$ cat config.mk
export PLATFORM = sky130hd
export DESIGN_NAME = dhcp_reply_option_parser_flat
export DESIGN_NICKNAME = d
export VERILOG_FILES = /design/src/rtl/dhcp_pkg.sv /design/src/rtl/dhcp_in_if.sv /design/src/rtl/dhcp_out_if.sv /design/src/rtl/dhcp_opt_walk.sv /design/src/rtl/dhcp_reply_option_parser.sv /design/src/flat_wrapper.sv
export SDC_FILE = /design/constraint.sdc
export NUM_CORES = 1
export LEC_CHECK = 0
export ABC_AREA = 1
export BUFFER_PORTS_ARGS = -buffer_cell sky130_fd_sc_hd__buf_2
export CAP_MARGIN = 20
export CORE_MARGIN = 2
export CORE_UTILIZATION = 50
export DETAILED_ROUTE_END_ITERATION = 10
export GPL_TIMING_DRIVEN = 1
export PLACE_DENSITY = 0.75
export SETUP_SLACK_MARGIN = 0.3
export SLEW_MARGIN = 20
export SYNTH_ARGS = -nofsm -noshare
export SYNTH_HDL_FRONTEND = slang
export SYNTH_HIERARCHICAL = 1
export SYNTH_SLANG_ARGS = --single-unit
export TNS_END_PERCENT = 30
$ cat constraint.sdc
create_clock -name i_clk -period 6.51 [get_ports i_clk]
set_input_delay 1.302 -clock i_clk [delete_from_list [all_inputs] [get_ports i_clk]]
set_output_delay 1.302 -clock i_clk [all_outputs]
set_load 0.03 [all_outputs]
$ cat src/rtl/dhcp_pkg.sv
`timescale 1ns / 1ps

package dhcp_pkg;

    localparam int MAX_MSG_BYTES = 1024;
    localparam int OFS_W         = $clog2(MAX_MSG_BYTES + 1);

    localparam int HDR_BYTES     = 236;
    localparam int OPT_START     = 240;
    localparam int YIADDR_FIRST  = 16;
    localparam int YIADDR_LAST   = 19;

    localparam logic [7:0] OPT_PAD    = 8'd0;
    localparam logic [7:0] OPT_MASK   = 8'd1;
    localparam logic [7:0] OPT_ROUTER = 8'd3;
    localparam logic [7:0] OPT_DNS    = 8'd6;
    localparam logic [7:0] OPT_LEASE  = 8'd51;
    localparam logic [7:0] OPT_TYPE   = 8'd53;
    localparam logic [7:0] OPT_SERVER = 8'd54;
    localparam logic [7:0] OPT_END    = 8'd255;

    localparam logic [1:0] ST_OK         = 2'd0;
    localparam logic [1:0] ST_TOO_SHORT  = 2'd1;
    localparam logic [1:0] ST_BAD_COOKIE = 2'd2;

    typedef enum logic [4:0] {
        PH_HEADER = 5'b00001,
        PH_CODE   = 5'b00010,
        PH_LEN    = 5'b00100,
        PH_DATA   = 5'b01000,
        PH_DONE   = 5'b10000
    } t_phase;

    typedef struct packed {
        logic [1:0]  status;
        logic [7:0]  msg_type;
        logic [31:0] client_addr;
        logic [31:0] subnet_mask;
        logic [5:0]  prefix_len;
        logic [31:0] gateway_addr;
        logic [31:0] dns_primary;
        logic [31:0] dns_secondary;
        logic [31:0] server_ident;
        logic [31:0] lease_secs;
    } t_result;

    // magic cookie 99.130.83.99
    function automatic logic [7:0] cookie_byte(input logic [1:0] idx);
        logic [7:0] b;
        case (idx)
            2'd0:    b = 8'd99;
            2'd1:    b = 8'd130;
            2'd2:    b = 8'd83;
            default: b = 8'd99;
        endcase
        return b;
    endfunction

    // count of leading ones: 31 minus the highest zero bit, 32 when none
    function automatic logic [5:0] leading_ones(input logic [31:0] m);
        logic [5:0] cnt;
        cnt = 6'd32;
        for (int i = 0; i < 32; i++) begin
            if (!m[i]) begin
                cnt = 6'(31 - i);
            end
        end
        return cnt;
    endfunction

endpackage

$ cat src/rtl/dhcp_in_if.sv
`timescale 1ns / 1ps

interface dhcp_in_if;
    logic       valid;
    logic       ready;
    logic [7:0] data_byte;
    logic       msg_last;

    modport source (output valid, output data_byte, output msg_last, input ready);
    modport sink   (input valid, input data_byte, input msg_last, output ready);
endinterface

$ cat src/rtl/dhcp_out_if.sv
`timescale 1ns / 1ps

interface dhcp_out_if;
    logic        valid;
    logic        ready;
    logic [1:0]  status;
    logic [7:0]  msg_type;
    logic [31:0] client_addr;
    logic [31:0] subnet_mask;
    logic [5:0]  prefix_len;
    logic [31:0] gateway_addr;
    logic [31:0] dns_primary;
    logic [31:0] dns_secondary;
    logic [31:0] server_ident;
    logic [31:0] lease_secs;

    modport source (
        output valid, output status, output msg_type, output client_addr,
        output subnet_mask, output prefix_len, output gateway_addr,
        output dns_primary, output dns_secondary, output server_ident,
        output lease_secs, input ready
    );
    modport sink (
        input valid, input status, input msg_type, input client_addr,
        input subnet_mask, input prefix_len, input gateway_addr,
        input dns_primary, input dns_secondary, input server_ident,
        input lease_secs, output ready
    );
endinterface

$ cat src/rtl/dhcp_opt_walk.sv
`timescale 1ns / 1ps

module dhcp_opt_walk (
    input  logic              i_clk,
    input  logic              i_rst_n,
    input  logic              i_step,
    input  logic [7:0]        i_byte,
    input  logic              i_last,
    output logic              o_res_valid,
    output dhcp_pkg::t_result o_res
);
    import dhcp_pkg::*;

    localparam logic [OFS_W-1:0] OFS_MAX = OFS_W'(MAX_MSG_BYTES);

    logic [OFS_W-1:0] r_offset, n_offset;
    t_phase           r_phase, n_phase;
    logic [7:0]       r_code, n_code;
    logic [7:0]       r_rem, n_rem;
    logic [3:0]       r_idx, n_idx;
    logic [63:0]      r_shift, n_shift;
    logic             r_cookie, n_cookie;
    logic [31:0]      r_client, n_client;
    logic [31:0]      r_mask, n_mask;
    logic [5:0]       r_prefix, n_prefix;
    logic [31:0]      r_gw, n_gw;
    logic [31:0]      r_dns1, n_dns1;
    logic [31:0]      r_dns2, n_dns2;
    logic [31:0]      r_server, n_server;
    logic [31:0]      r_lease, n_lease;
    logic [7:0]       r_type, n_type;

    logic             w_commit;
    logic [31:0]      w_first;
    logic [7:0]       w_type_byte;

    always_comb begin
        n_offset = r_offset;
        n_phase  = r_phase;
        n_code   = r_code;
        n_rem    = r_rem;
        n_idx    = r_idx;
        n_shift  = r_shift;
        n_cookie = r_cookie;
        n_client = r_client;
        n_mask   = r_mask;
        n_prefix = r_prefix;
        n_gw     = r_gw;
        n_dns1   = r_dns1;
        n_dns2   = r_dns2;
        n_server = r_server;
        n_lease  = r_lease;
        n_type   = r_type;
        w_commit = 1'b0;
        w_first  = '0;
        w_type_byte = '0;
        o_res    = '0;

        if (i_step && (r_offset < OFS_MAX)) begin
            n_offset = r_offset + 1'b1;
            case (r_phase)
                PH_HEADER: begin
                    if ((r_offset >= OFS_W'(YIADDR_FIRST)) &&
                        (r_offset <= OFS_W'(YIADDR_LAST))) begin
                        n_client = {r_client[23:0], i_byte};
                    end
                    if ((r_offset >= OFS_W'(HDR_BYTES)) &&
                        (r_offset < OFS_W'(OPT_START))) begin
                        // header length is a multiple of four
                        if (i_byte != cookie_byte(r_offset[1:0])) begin
                            n_cookie = 1'b0;
                        end
                        if (r_offset == OFS_W'(OPT_START - 1)) begin
                            n_phase = PH_CODE;
                        end
                    end
                end
                PH_CODE: begin
                    if (i_byte == OPT_END) begin
                        n_phase = PH_DONE;
                    end else if (i_byte != OPT_PAD) begin
                        n_code  = i_byte;
                        n_phase = PH_LEN;
                    end
                end
                PH_LEN: begin
                    // zero length never updates anything
                    n_rem   = i_byte;
                    n_idx   = '0;
                    n_shift = '0;
                    n_phase = (i_byte == 8'd0) ? PH_CODE : PH_DATA;
                end
                PH_DATA: begin
                    if (r_idx < 4'd8) begin
                        n_shift = {r_shift[55:0], i_byte};
                        n_idx   = r_idx + 1'b1;
                    end
                    n_rem = r_rem - 1'b1;
                    if (n_rem == 8'd0) begin
                        w_commit = 1'b1;
                        n_phase  = PH_CODE;
                    end
                end
                PH_DONE: begin
                end
                default: begin
                end
            endcase
        end

        // first four kept data bytes, and the first kept byte for message type
        case (n_idx)
            4'd4:    w_first = n_shift[31:0];
            4'd5:    w_first = n_shift[39:8];
            4'd6:    w_first = n_shift[47:16];
            4'd7:    w_first = n_shift[55:24];
            4'd8:    w_first = n_shift[63:32];
            default: w_first = '0;
        endcase
        case (n_idx)
            4'd1:    w_type_byte = n_shift[7:0];
            4'd2:    w_type_byte = n_shift[15:8];
            4'd3:    w_type_byte = n_shift[23:16];
            4'd4:    w_type_byte = n_shift[31:24];
            4'd5:    w_type_byte = n_shift[39:32];
            4'd6:    w_type_byte = n_shift[47:40];
            4'd7:    w_type_byte = n_shift[55:48];
            4'd8:    w_type_byte = n_shift[63:56];
            default: w_type_byte = '0;
        endcase

        if (w_commit) begin
            if (r_code == OPT_TYPE) begin
                if (n_idx != 4'd0) begin
                    n_type = w_type_byte;
                end
            end else if (n_idx >= 4'd4) begin
                case (r_code)
                    OPT_MASK: begin
                        n_mask   = w_first;
                        n_prefix = leading_ones(w_first);
                    end
                    OPT_ROUTER: n_gw = w_first;
                    OPT_DNS: begin
                        n_dns1 = w_first;
                        if (n_idx == 4'd8) begin
                            n_dns2 = n_shift[31:0];
                        end
                    end
                    OPT_LEASE:  n_lease  = w_first;
                    OPT_SERVER: n_server = w_first;
                    default: begin
                    end
                endcase
            end
        end

        if (n_offset < OFS_W'(OPT_START)) begin
            o_res.status = ST_TOO_SHORT;
        end else if (!n_cookie) begin
            o_res.status = ST_BAD_COOKIE;
        end else begin
            o_res.status        = ST_OK;
            o_res.msg_type      = n_type;
            o_res.client_addr   = n_client;
            o_res.subnet_mask   = n_mask;
            o_res.prefix_len    = n_prefix;
            o_res.gateway_addr  = n_gw;
            o_res.dns_primary   = n_dns1;
            o_res.dns_secondary = n_dns2;
            o_res.server_ident  = n_server;
            o_res.lease_secs    = n_lease;
        end
    end

    assign o_res_valid = i_step && i_last;

    always_ff @(posedge i_clk) begin
        if (!i_rst_n || o_res_valid) begin
            r_offset <= '0;
            r_phase  <= PH_HEADER;
            r_code   <= '0;
            r_rem    <= '0;
            r_idx    <= '0;
            r_shift  <= '0;
            r_cookie <= 1'b1;
            r_client <= '0;
            r_mask   <= '0;
            r_prefix <= '0;
            r_gw     <= '0;
            r_dns1   <= '0;
            r_dns2   <= '0;
            r_server <= '0;
            r_lease  <= '0;
            r_type   <= '0;
        end else begin
            r_offset <= n_offset;
            r_phase  <= n_phase;
            r_code   <= n_code;
            r_rem    <= n_rem;
            r_idx    <= n_idx;
            r_shift  <= n_shift;
            r_cookie <= n_cookie;
            r_client <= n_client;
            r_mask   <= n_mask;
            r_prefix <= n_prefix;
            r_gw     <= n_gw;
            r_dns1   <= n_dns1;
            r_dns2   <= n_dns2;
            r_server <= n_server;
            r_lease  <= n_lease;
            r_type   <= n_type;
        end
    end

endmodule

$ cat src/rtl/dhcp_reply_option_parser.sv
`timescale 1ns / 1ps

// DHCP reply parser. Takes a DHCP message one byte per beat on i_in, starting
// at the op byte, with msg_last set on the final byte. One result beat per
// message leaves on o_out: status (0 ok, 1 shorter than 240 bytes, 2 magic
// cookie mismatch), yiaddr, message type, subnet mask and its prefix length,
// first router, first two DNS servers, server identifier and lease time, all
// big-endian. On an error status every other field is zero. A later option
// overwrites an earlier one; options cut off by the end of the message, or
// lying past MAX_MSG_BYTES, are dropped; anything after the end option is
// ignored. Absent options read as zero.
// Rate: one byte per clock, back to back, message ends included, unless a
// final byte is held up as below. Bytes pass an input register, then the
// option walker updates its state; a final byte loads the result into an
// output register, which drives o_out.valid. A final byte waits in the
// input register only while the previous result is held and o_out.ready
// is low, so a stalled o_out holds up i_in only when a further message end
// arrives.

module dhcp_reply_option_parser (
    input  logic i_clk,
    input  logic i_rst_n,
    dhcp_in_if.sink    i_in,
    dhcp_out_if.source o_out
);
    import dhcp_pkg::*;

    // input register
    logic       r_in_valid;
    logic [7:0] r_in_byte;
    logic       r_in_last;

    // output register
    logic       r_out_valid;
    t_result    r_out;

    logic       w_step;
    logic       w_res_valid;
    t_result    w_res;

    // a final byte needs the output register empty or leaving this cycle
    assign w_step     = r_in_valid && (!r_in_last || !r_out_valid || o_out.ready);
    assign i_in.ready = !r_in_valid || w_step;

    always_ff @(posedge i_clk) begin
        if (!i_rst_n) begin
            r_in_valid <= 1'b0;
        end else if (i_in.ready) begin
            r_in_valid <= i_in.valid;
        end
    end

    always_ff @(posedge i_clk) begin
        if (i_in.ready && i_in.valid) begin
            r_in_byte <= i_in.data_byte;
            r_in_last <= i_in.msg_last;
        end
    end

    dhcp_opt_walk u_walk (
        .i_clk       (i_clk),
        .i_rst_n     (i_rst_n),
        .i_step      (w_step),
        .i_byte      (r_in_byte),
        .i_last      (r_in_last),
        .o_res_valid (w_res_valid),
        .o_res       (w_res)
    );

    always_ff @(posedge i_clk) begin
        if (!i_rst_n) begin
            r_out_valid <= 1'b0;
        end else if (w_res_valid) begin
            r_out_valid <= 1'b1;
        end else if (o_out.ready) begin
            r_out_valid <= 1'b0;
        end
    end

    always_ff @(posedge i_clk) begin
        if (w_res_valid) begin
            r_out <= w_res;
        end
    end

    assign o_out.valid         = r_out_valid;
    assign o_out.status        = r_out.status;
    assign o_out.msg_type      = r_out.msg_type;
    assign o_out.client_addr   = r_out.client_addr;
    assign o_out.subnet_mask   = r_out.subnet_mask;
    assign o_out.prefix_len    = r_out.prefix_len;
    assign o_out.gateway_addr  = r_out.gateway_addr;
    assign o_out.dns_primary   = r_out.dns_primary;
    assign o_out.dns_secondary = r_out.dns_secondary;
    assign o_out.server_ident  = r_out.server_ident;
    assign o_out.lease_secs    = r_out.lease_secs;

endmodule
$ cat src/flat_wrapper.sv
// flat-port wrapper written by rule: the top's interface ports become plain ports
module dhcp_reply_option_parser_flat import dhcp_pkg::*;
  (i_clk, i_rst_n, i_in_valid, i_in_data_byte, i_in_msg_last, i_in_ready, o_out_valid, o_out_status, o_out_msg_type, o_out_client_addr, o_out_subnet_mask, o_out_prefix_len, o_out_gateway_addr, o_out_dns_primary, o_out_dns_secondary, o_out_server_ident, o_out_lease_secs, o_out_ready);
  dhcp_in_if i_in_i ();
  dhcp_out_if o_out_i ();
  input  logic i_clk;
  input  logic i_rst_n;
  input wire logic [$bits(i_in_i.valid)-1:0] i_in_valid;
  input wire logic [$bits(i_in_i.data_byte)-1:0] i_in_data_byte;
  input wire logic [$bits(i_in_i.msg_last)-1:0] i_in_msg_last;
  output wire logic [$bits(i_in_i.ready)-1:0] i_in_ready;
  output wire logic [$bits(o_out_i.valid)-1:0] o_out_valid;
  output wire logic [$bits(o_out_i.status)-1:0] o_out_status;
  output wire logic [$bits(o_out_i.msg_type)-1:0] o_out_msg_type;
  output wire logic [$bits(o_out_i.client_addr)-1:0] o_out_client_addr;
  output wire logic [$bits(o_out_i.subnet_mask)-1:0] o_out_subnet_mask;
  output wire logic [$bits(o_out_i.prefix_len)-1:0] o_out_prefix_len;
  output wire logic [$bits(o_out_i.gateway_addr)-1:0] o_out_gateway_addr;
  output wire logic [$bits(o_out_i.dns_primary)-1:0] o_out_dns_primary;
  output wire logic [$bits(o_out_i.dns_secondary)-1:0] o_out_dns_secondary;
  output wire logic [$bits(o_out_i.server_ident)-1:0] o_out_server_ident;
  output wire logic [$bits(o_out_i.lease_secs)-1:0] o_out_lease_secs;
  input wire logic [$bits(o_out_i.ready)-1:0] o_out_ready;
  assign i_in_i.valid = i_in_valid;
  assign i_in_i.data_byte = i_in_data_byte;
  assign i_in_i.msg_last = i_in_msg_last;
  assign i_in_ready = i_in_i.ready;
  assign o_out_valid = o_out_i.valid;
  assign o_out_status = o_out_i.status;
  assign o_out_msg_type = o_out_i.msg_type;
  assign o_out_client_addr = o_out_i.client_addr;
  assign o_out_subnet_mask = o_out_i.subnet_mask;
  assign o_out_prefix_len = o_out_i.prefix_len;
  assign o_out_gateway_addr = o_out_i.gateway_addr;
  assign o_out_dns_primary = o_out_i.dns_primary;
  assign o_out_dns_secondary = o_out_i.dns_secondary;
  assign o_out_server_ident = o_out_i.server_ident;
  assign o_out_lease_secs = o_out_i.lease_secs;
  assign o_out_i.ready = o_out_ready;
  dhcp_reply_option_parser u_core (.i_clk(i_clk), .i_rst_n(i_rst_n), .i_in(i_in_i), .o_out(o_out_i));
endmodule
==> results of run 1 <==
[per-layer routing]
metal	wire length [um]	vias to the layer above	GRT usage [%]
met4	3160	0	13.2
met5	0	-	0
li1	-	8880	-
met2	32300	911	45.0
met1	29200	9169	38.0
met3	5630	174	5.02
[power by group]
part	total [mW]	internal, mW	switching [mW]	leakage (nW)
Sequential	3.87	3.85	0.0111	5.49
Clock	3.26	1.85	1.40	0.913
Combinational	0.133	0.0215	0.111	4.47
Total	7.26	5.73	1.53	10.9
[synthesized netlist by cell type (all sizes together) (5+ instances only)]
cell type | number | area [um2]
nor2 | 750 | 2910
dfxtp | 341 | 6830
nand2 | 278 | 1150
edfxtp | 249 | 7480
inv | 217 | 820
a21oi | 172 | 880
o21ai | 123 | 623
clkbuf | 107 | 402
o22ai | 68 | 438
mux2i | 48 | 480
nand3 | 37 | 190
a22oi | 31 | 243
buf | 25 | 156
nand4 | 13 | 93.8
nor3 | 12 | 65.1
xor2 | 11 | 96.3
o2111ai | 10 | 87.6
nor4 | 7 | 43.8
o211ai | 7 | 52.6
ha | 6 | 75.1
o221ai | 5 | 50.0
[per-stage QoR]
| stage | hold WS, ns | cell area [um2] |
|---|---|---|
| 2_1_floorplan | 0.414 | 23400 |
| 3_3_place_gp | 0.432 | 25300 |
| 3_5_place_dp | 0.442 | 25300 |
| 4_1_cts | 0.457 | 27200 |
| 5_1_grt | 0.488 | 27300 |
| 6_report | 0.451 | 27300 |
[logic make-up (layout without fill, tap and decap cells)]
logic type,count (synthesis),after routing
and+or+nand+nor,1103,1103
buffers and inverters,351,636
adders and majority gates,6,6
DFF,590,590
muxes,48,48
xor gates and xnor gates,11,11
AOI/OAI and AO/OA,436,436
[worst max path at each step]
stage	startpoint	endpoint	depth (start not counted)
6_report	o_out_ready	u_core/o_out.prefix_len[0]$_DFFE_PP_	44
3_5_place_dp	o_out_ready	u_core/o_out.prefix_len[0]$_DFFE_PP_	44
3_3_place_gp	o_out_ready	u_core/o_out.prefix_len[0]$_DFFE_PP_	44
5_1_grt	o_out_ready	u_core/o_out.prefix_len[0]$_DFFE_PP_	44
2_1_floorplan	o_out_ready	u_core/o_out.client_addr[0]$_DFFE_PP_	4
4_1_cts	o_out_ready	u_core/o_out.prefix_len[0]$_DFFE_PP_	44
[tightest hold or removal path, cell delays in order (launching register included)]
cell     delay, ns
dfxtp_1       0.31
nand2_1       0.07
nand2_1       0.05
[final cells by class]
class / instances / area (um2) / share of cell area [%]
flip-flops and latches: 590 / 14300 / 52.5
multi-input cells: 1604 / 7720 / 28.3
repair buffers: 311 / 1780 / 6.53
clock buffers: 75 / 1560 / 5.74
inverters: 219 / 831 / 3.05
well taps: 607 / 759 / 2.79
clock inverters: 31 / 294 / 1.08
==> flow_summary.ini, run 1 <==
[status]
status = finished clean

[power_and_ir_drop]
cellLeakagePower_nw = 10.9
p_total_mw = 7.26
ir_drop_v = 0.000191
powerDensity_nw_per_um2 = 266

[worst_hold_path]
hold_end = u_core/u_walk/r_cookie$_SDFF_PP1_
hold_path.class = flop to flop
hold_start = u_core/u_walk/r_cookie$_SDFF_PP1_
whs_path_depth = 2

[yosys]
synthArstFlopShare_pct = 0
yosys.cell_types.count = 55
synth_simple_gate_area_share_pct = 19.2
yosysWarnings = 6
netlist_instances = 2545
synth_edf_count = 249
muxShareOfSynthArea_pct = 2.06
synth_top_family_by_area = simple AND/OR/NAND/NOR gates
syn_nets = 2564
yosys.area_share.xor_xnor_pct = 0.412
ys_seq_area_share_pct = 61.2
synth_area_um2 = 23400
synthAdderAreaFrac_pct = 0.321
yosys_most_used_dff = dfxtp_1
avgSynthCellArea_um2 = 9.19
synth_compound_area_share_pct = 10.9
ys_ff_latch = 590

[worst_setup_path]
crit_path_frequent_cell = nand2_1
start_kind = input pin
endpoint_kind = flop
cpMaxStageDelayCell = nor2_8
r2r_end = u_core/o_out.prefix_len[0]$_DFFE_PP_
reg2reg_setup_slack_ns = 1.79
arrival_ns = 5.43
r2r_cells = 42
slowest_delay_ns = 0.34
crit_family = simple AND/OR/NAND/NOR gates
path_class = input pin to flop
cp_max_fo = 20
reg2reg_from = u_core/r_in_last$_DFFE_PP_
critPathBufInv = 6
crit_required_ns = 6.87

[cts]
cts_setup_buffers = 0
ctsHoldBuffers = 0
cts.htree.levels = 2
cts_tree = yes
clk_latency_ns = 0.63
ctsResizeCount = 0
clock-sinks = 590
clockBufferDepth = 3
cts_buffers = 56
path_clk_slew_ns = 0.07
clock-root-buffer = clkbuf_16

[floorplan]
coreArea_um2 = 46400
die_area_um2 = 48500
die_h_um = 220
rows = 79
fp.dieW_um = 220
start_util_pct = 50.4
ios = 255

[finish]
layout-drive-gt1-share_pct = 16.5
insertedDiodeCount = 0
layout_commonest_cell = nor2_1
largest_register_ffs = 64
nets = 2801
regMostFlops = u_core/u_walk/r_shift
finalNonFillerCells = 3437
fill_cells = 3933
final_core_util_pct = 58.8
syn_to_final_growth_pct = 16.6
mostFrequentLayoutCells = nor2_1, dfxtp_1, nand2_1, buf_2, edfxtp_1

[placement]
port_buffers = 254
dpl_worst_slack_ns = 0.953
dp_hpwl_um = 47800
place_inst = 3328
place.gp.congestion = 1.01

[run]
maxCapViolations = 0

[global_routing]
grt_max_degree = 225
grt_pass1_wl_um = 105000
globalRouteOverflowTotal = 0
antenna_found_initial = 0
grt_pass1_vias = 18200
track_usage_pct = 28.4

[sta]
timing.slew.headroom_pct = 20.3
post-route-min-period_ns = 5.07
fin_skew_ns = 0.0345
max_freq_mhz = 197
slew_viol_final = 0
period_share_pct = 77.9
tns_ns = 0
worst_slew_pin_slew_ns = 1.20
worst_slack_ns = 1.44
hold_viol = 0
setup_viol = 0
rsz0062_at_grt = no

[drt]
finalWirelength_um = 70300
wl_per_cell_um = 20.5
vias_per_cell = 5.57
dr.pass1.iters = 5
drtIter0Drc = 2296
drcViolationCount = 0
ant_nets = 0
dr_total_vias = 19100
Note: power is estimated with default switching activity, not from simulation.
==> run 2, diff against run 1 <==
Clock period 6.51 ns to 4.1 ns, I/O delays scaled along.
==> run 2 against run 1 <==
Compared with the run above:
- final area rose by 8.1%
- setup slack got worse by 1.1 ns
- die area did not move
- wire length rose by 5.6%
- sequential cell count did not move
- critical endpoint unchanged
==> flow_summary.ini, run 2 (same netlist as run 1, synthesis figures left out) <==
[drt]
ant_nets = 0
vias_per_cell = 5.44
dr.pass1.iters = 5
wl_per_cell_um = 20.3
drcViolationCount = 0
drtIter0Drc = 2257
finalWirelength_um = 74200
dr_total_vias = 19900

[placement]
place.gp.congestion = 0.953
dp_hpwl_um = 53300
place_inst = 3536
port_buffers = 254
postPlaceCellArea_um2 = 27100

[power_and_ir_drop]
cellLeakagePower_nw = 12.1
p_total_mw = 11.8
ir_drop_v = 0.000402
powerDensity_nw_per_um2 = 400

[sta]
post-route-min-period_ns = 3.81
setup_viol = 0
rsz0062_at_grt = yes
tns_ns = 0
period_share_pct = 92.9
hold_viol = 0
fin_skew_ns = 0.0372
slew_viol_final = 0
max_freq_mhz = 263
worst_slew_pin_slew_ns = 0.924
timing.slew.headroom_pct = 38.2

[status]
status = finished clean

[finish]
final_core_util_pct = 63.6
layout_commonest_cell = nor2_1
syn_to_final_growth_pct = 26.1
insertedDiodeCount = 0
largest_register_ffs = 64
final_area_um2 = 29500
regMostFlops = u_core/u_walk/r_shift
fill_cells = 3824
finalNonFillerCells = 3656
layout-drive-gt1-share_pct = 24.5
mostFrequentLayoutCells = nor2_1, dfxtp_1, buf_2, edfxtp_1, nand2_1
nets = 3018

[cts]
cts.htree.levels = 2
cts_buffers = 58
clock-root-buffer = clkbuf_16
clk_latency_ns = 0.64
cts_tree = yes
clock-sinks = 590
path_clk_slew_ns = 0.07
clockBufferDepth = 3

[worst_setup_path]
start_kind = flop
cpMaxStageDelayCell = dfxtp_1
arrival_ns = 4.30
cp_max_fo = 18
crit_required_ns = 4.59
r2r_cells = 41
endpoint_kind = flop
path_class = flop to flop
slowest_delay_ns = 0.42
crit_path_frequent_cell = nand2_1

[floorplan]
start_util_pct = 50.4
fp.dieW_um = 220
ios = 255
die_h_um = 220
coreArea_um2 = 46400
rows = 79
die_area_um2 = 48500

[global_routing]
globalRouteOverflowTotal = 0
grt_max_degree = 96
track_usage_pct = 30.1
grt_pass1_vias = 19000
antenna_found_initial = 1
grt_pass1_wl_um = 110000

[worst_hold_path]
whs_path_depth = 1
hold_path.class = input pin to flop

[run]
maxCapViolations = 0
-- run 2: cell types whose count changed in the layout (fill, tap and decap cells not counted), sizes merged --
cell	delta
bufinv	-4
buf	+215
clkinv	-1
inv	+5
clkinvlp	+2
clkbuf	+2
-- run 2: layer usage --
layer / vias to the layer above / wire length [um] / global-route usage [%]
met1: 9605 / 30800 / 40.4
met2: 833 / 35100 / 49.5
met3: 156 / 5510 / 4.37
met4: 2 / 2790 / 11.7
met5: - / 13 / 0
li1: 9301 / - / -
-- run 2: critical path: cells and delay by family, from the launching register on --
family | cells | cell delay, ns
AOI/OAI and AO/OA | 4 | 0.75
buffers and inverters | 4 | 0.63
DFF | 1 | 0.42
and+or+nand+nor | 33 | 1.86
-- run 2: through the flow --
step                hold WS (ns)  setup WS, ns
global placement           0.429        -0.465
finish                     0.371         0.292
detailed placement         0.430        -0.434
global route               0.355        -0.122
floorplan                  0.414        -0.930
CTS                        0.352         0.255
-- run 2: path summary, 6_finish.rpt --
| check | start | endpoint | slack (ns) |
|---|---|---|---|
| worst max register to register | u_core/o_out.valid$_SDFFE_PN0P_ | u_core/o_out.prefix_len[0]$_DFFE_PP_ | 0.29 |
| worst min-delay path | i_in_data_byte[6] | u_core/r_in_byte[6]$_DFFE_PP_ | 0.37 |
| worst min register to register | u_core/u_walk/r_cookie$_SDFF_PP1_ | u_core/u_walk/r_cookie$_SDFF_PP1_ | 0.47 |
| worst max-delay path | u_core/o_out.valid$_SDFFE_PN0P_ | u_core/o_out.prefix_len[0]$_DFFE_PP_ | 0.29 |
-- run 2: where the power goes --
part	total [mW]	internal (mW)	switching, mW
clock network	5.41	3.05	2.36
registers	6.13	6.12	0.0145
logic	0.242	0.0527	0.189
-- run 2: repair_timing --
action / CTS / global route
hold buffers: 0 / 0
resized for setup: 19 / 42
buffers inserted: 6 / 4
hold endpoints to repair: 0 / 0
setup endpoints to repair: 7 / 21
pin swaps: 12 / 20
-- run 2: cell type report --
class / instances / area [um2] / share of cell area, %
flip-flops and latches: 590 / 14300 / 48.5
multi-input cells: 1604 / 7930 / 26.9
repair buffers: 526 / 3610 / 12.3
clock buffers: 77 / 1750 / 5.94
inverters: 219 / 850 / 2.88
well taps: 607 / 759 / 2.58
clock inverters: 33 / 254 / 0.862
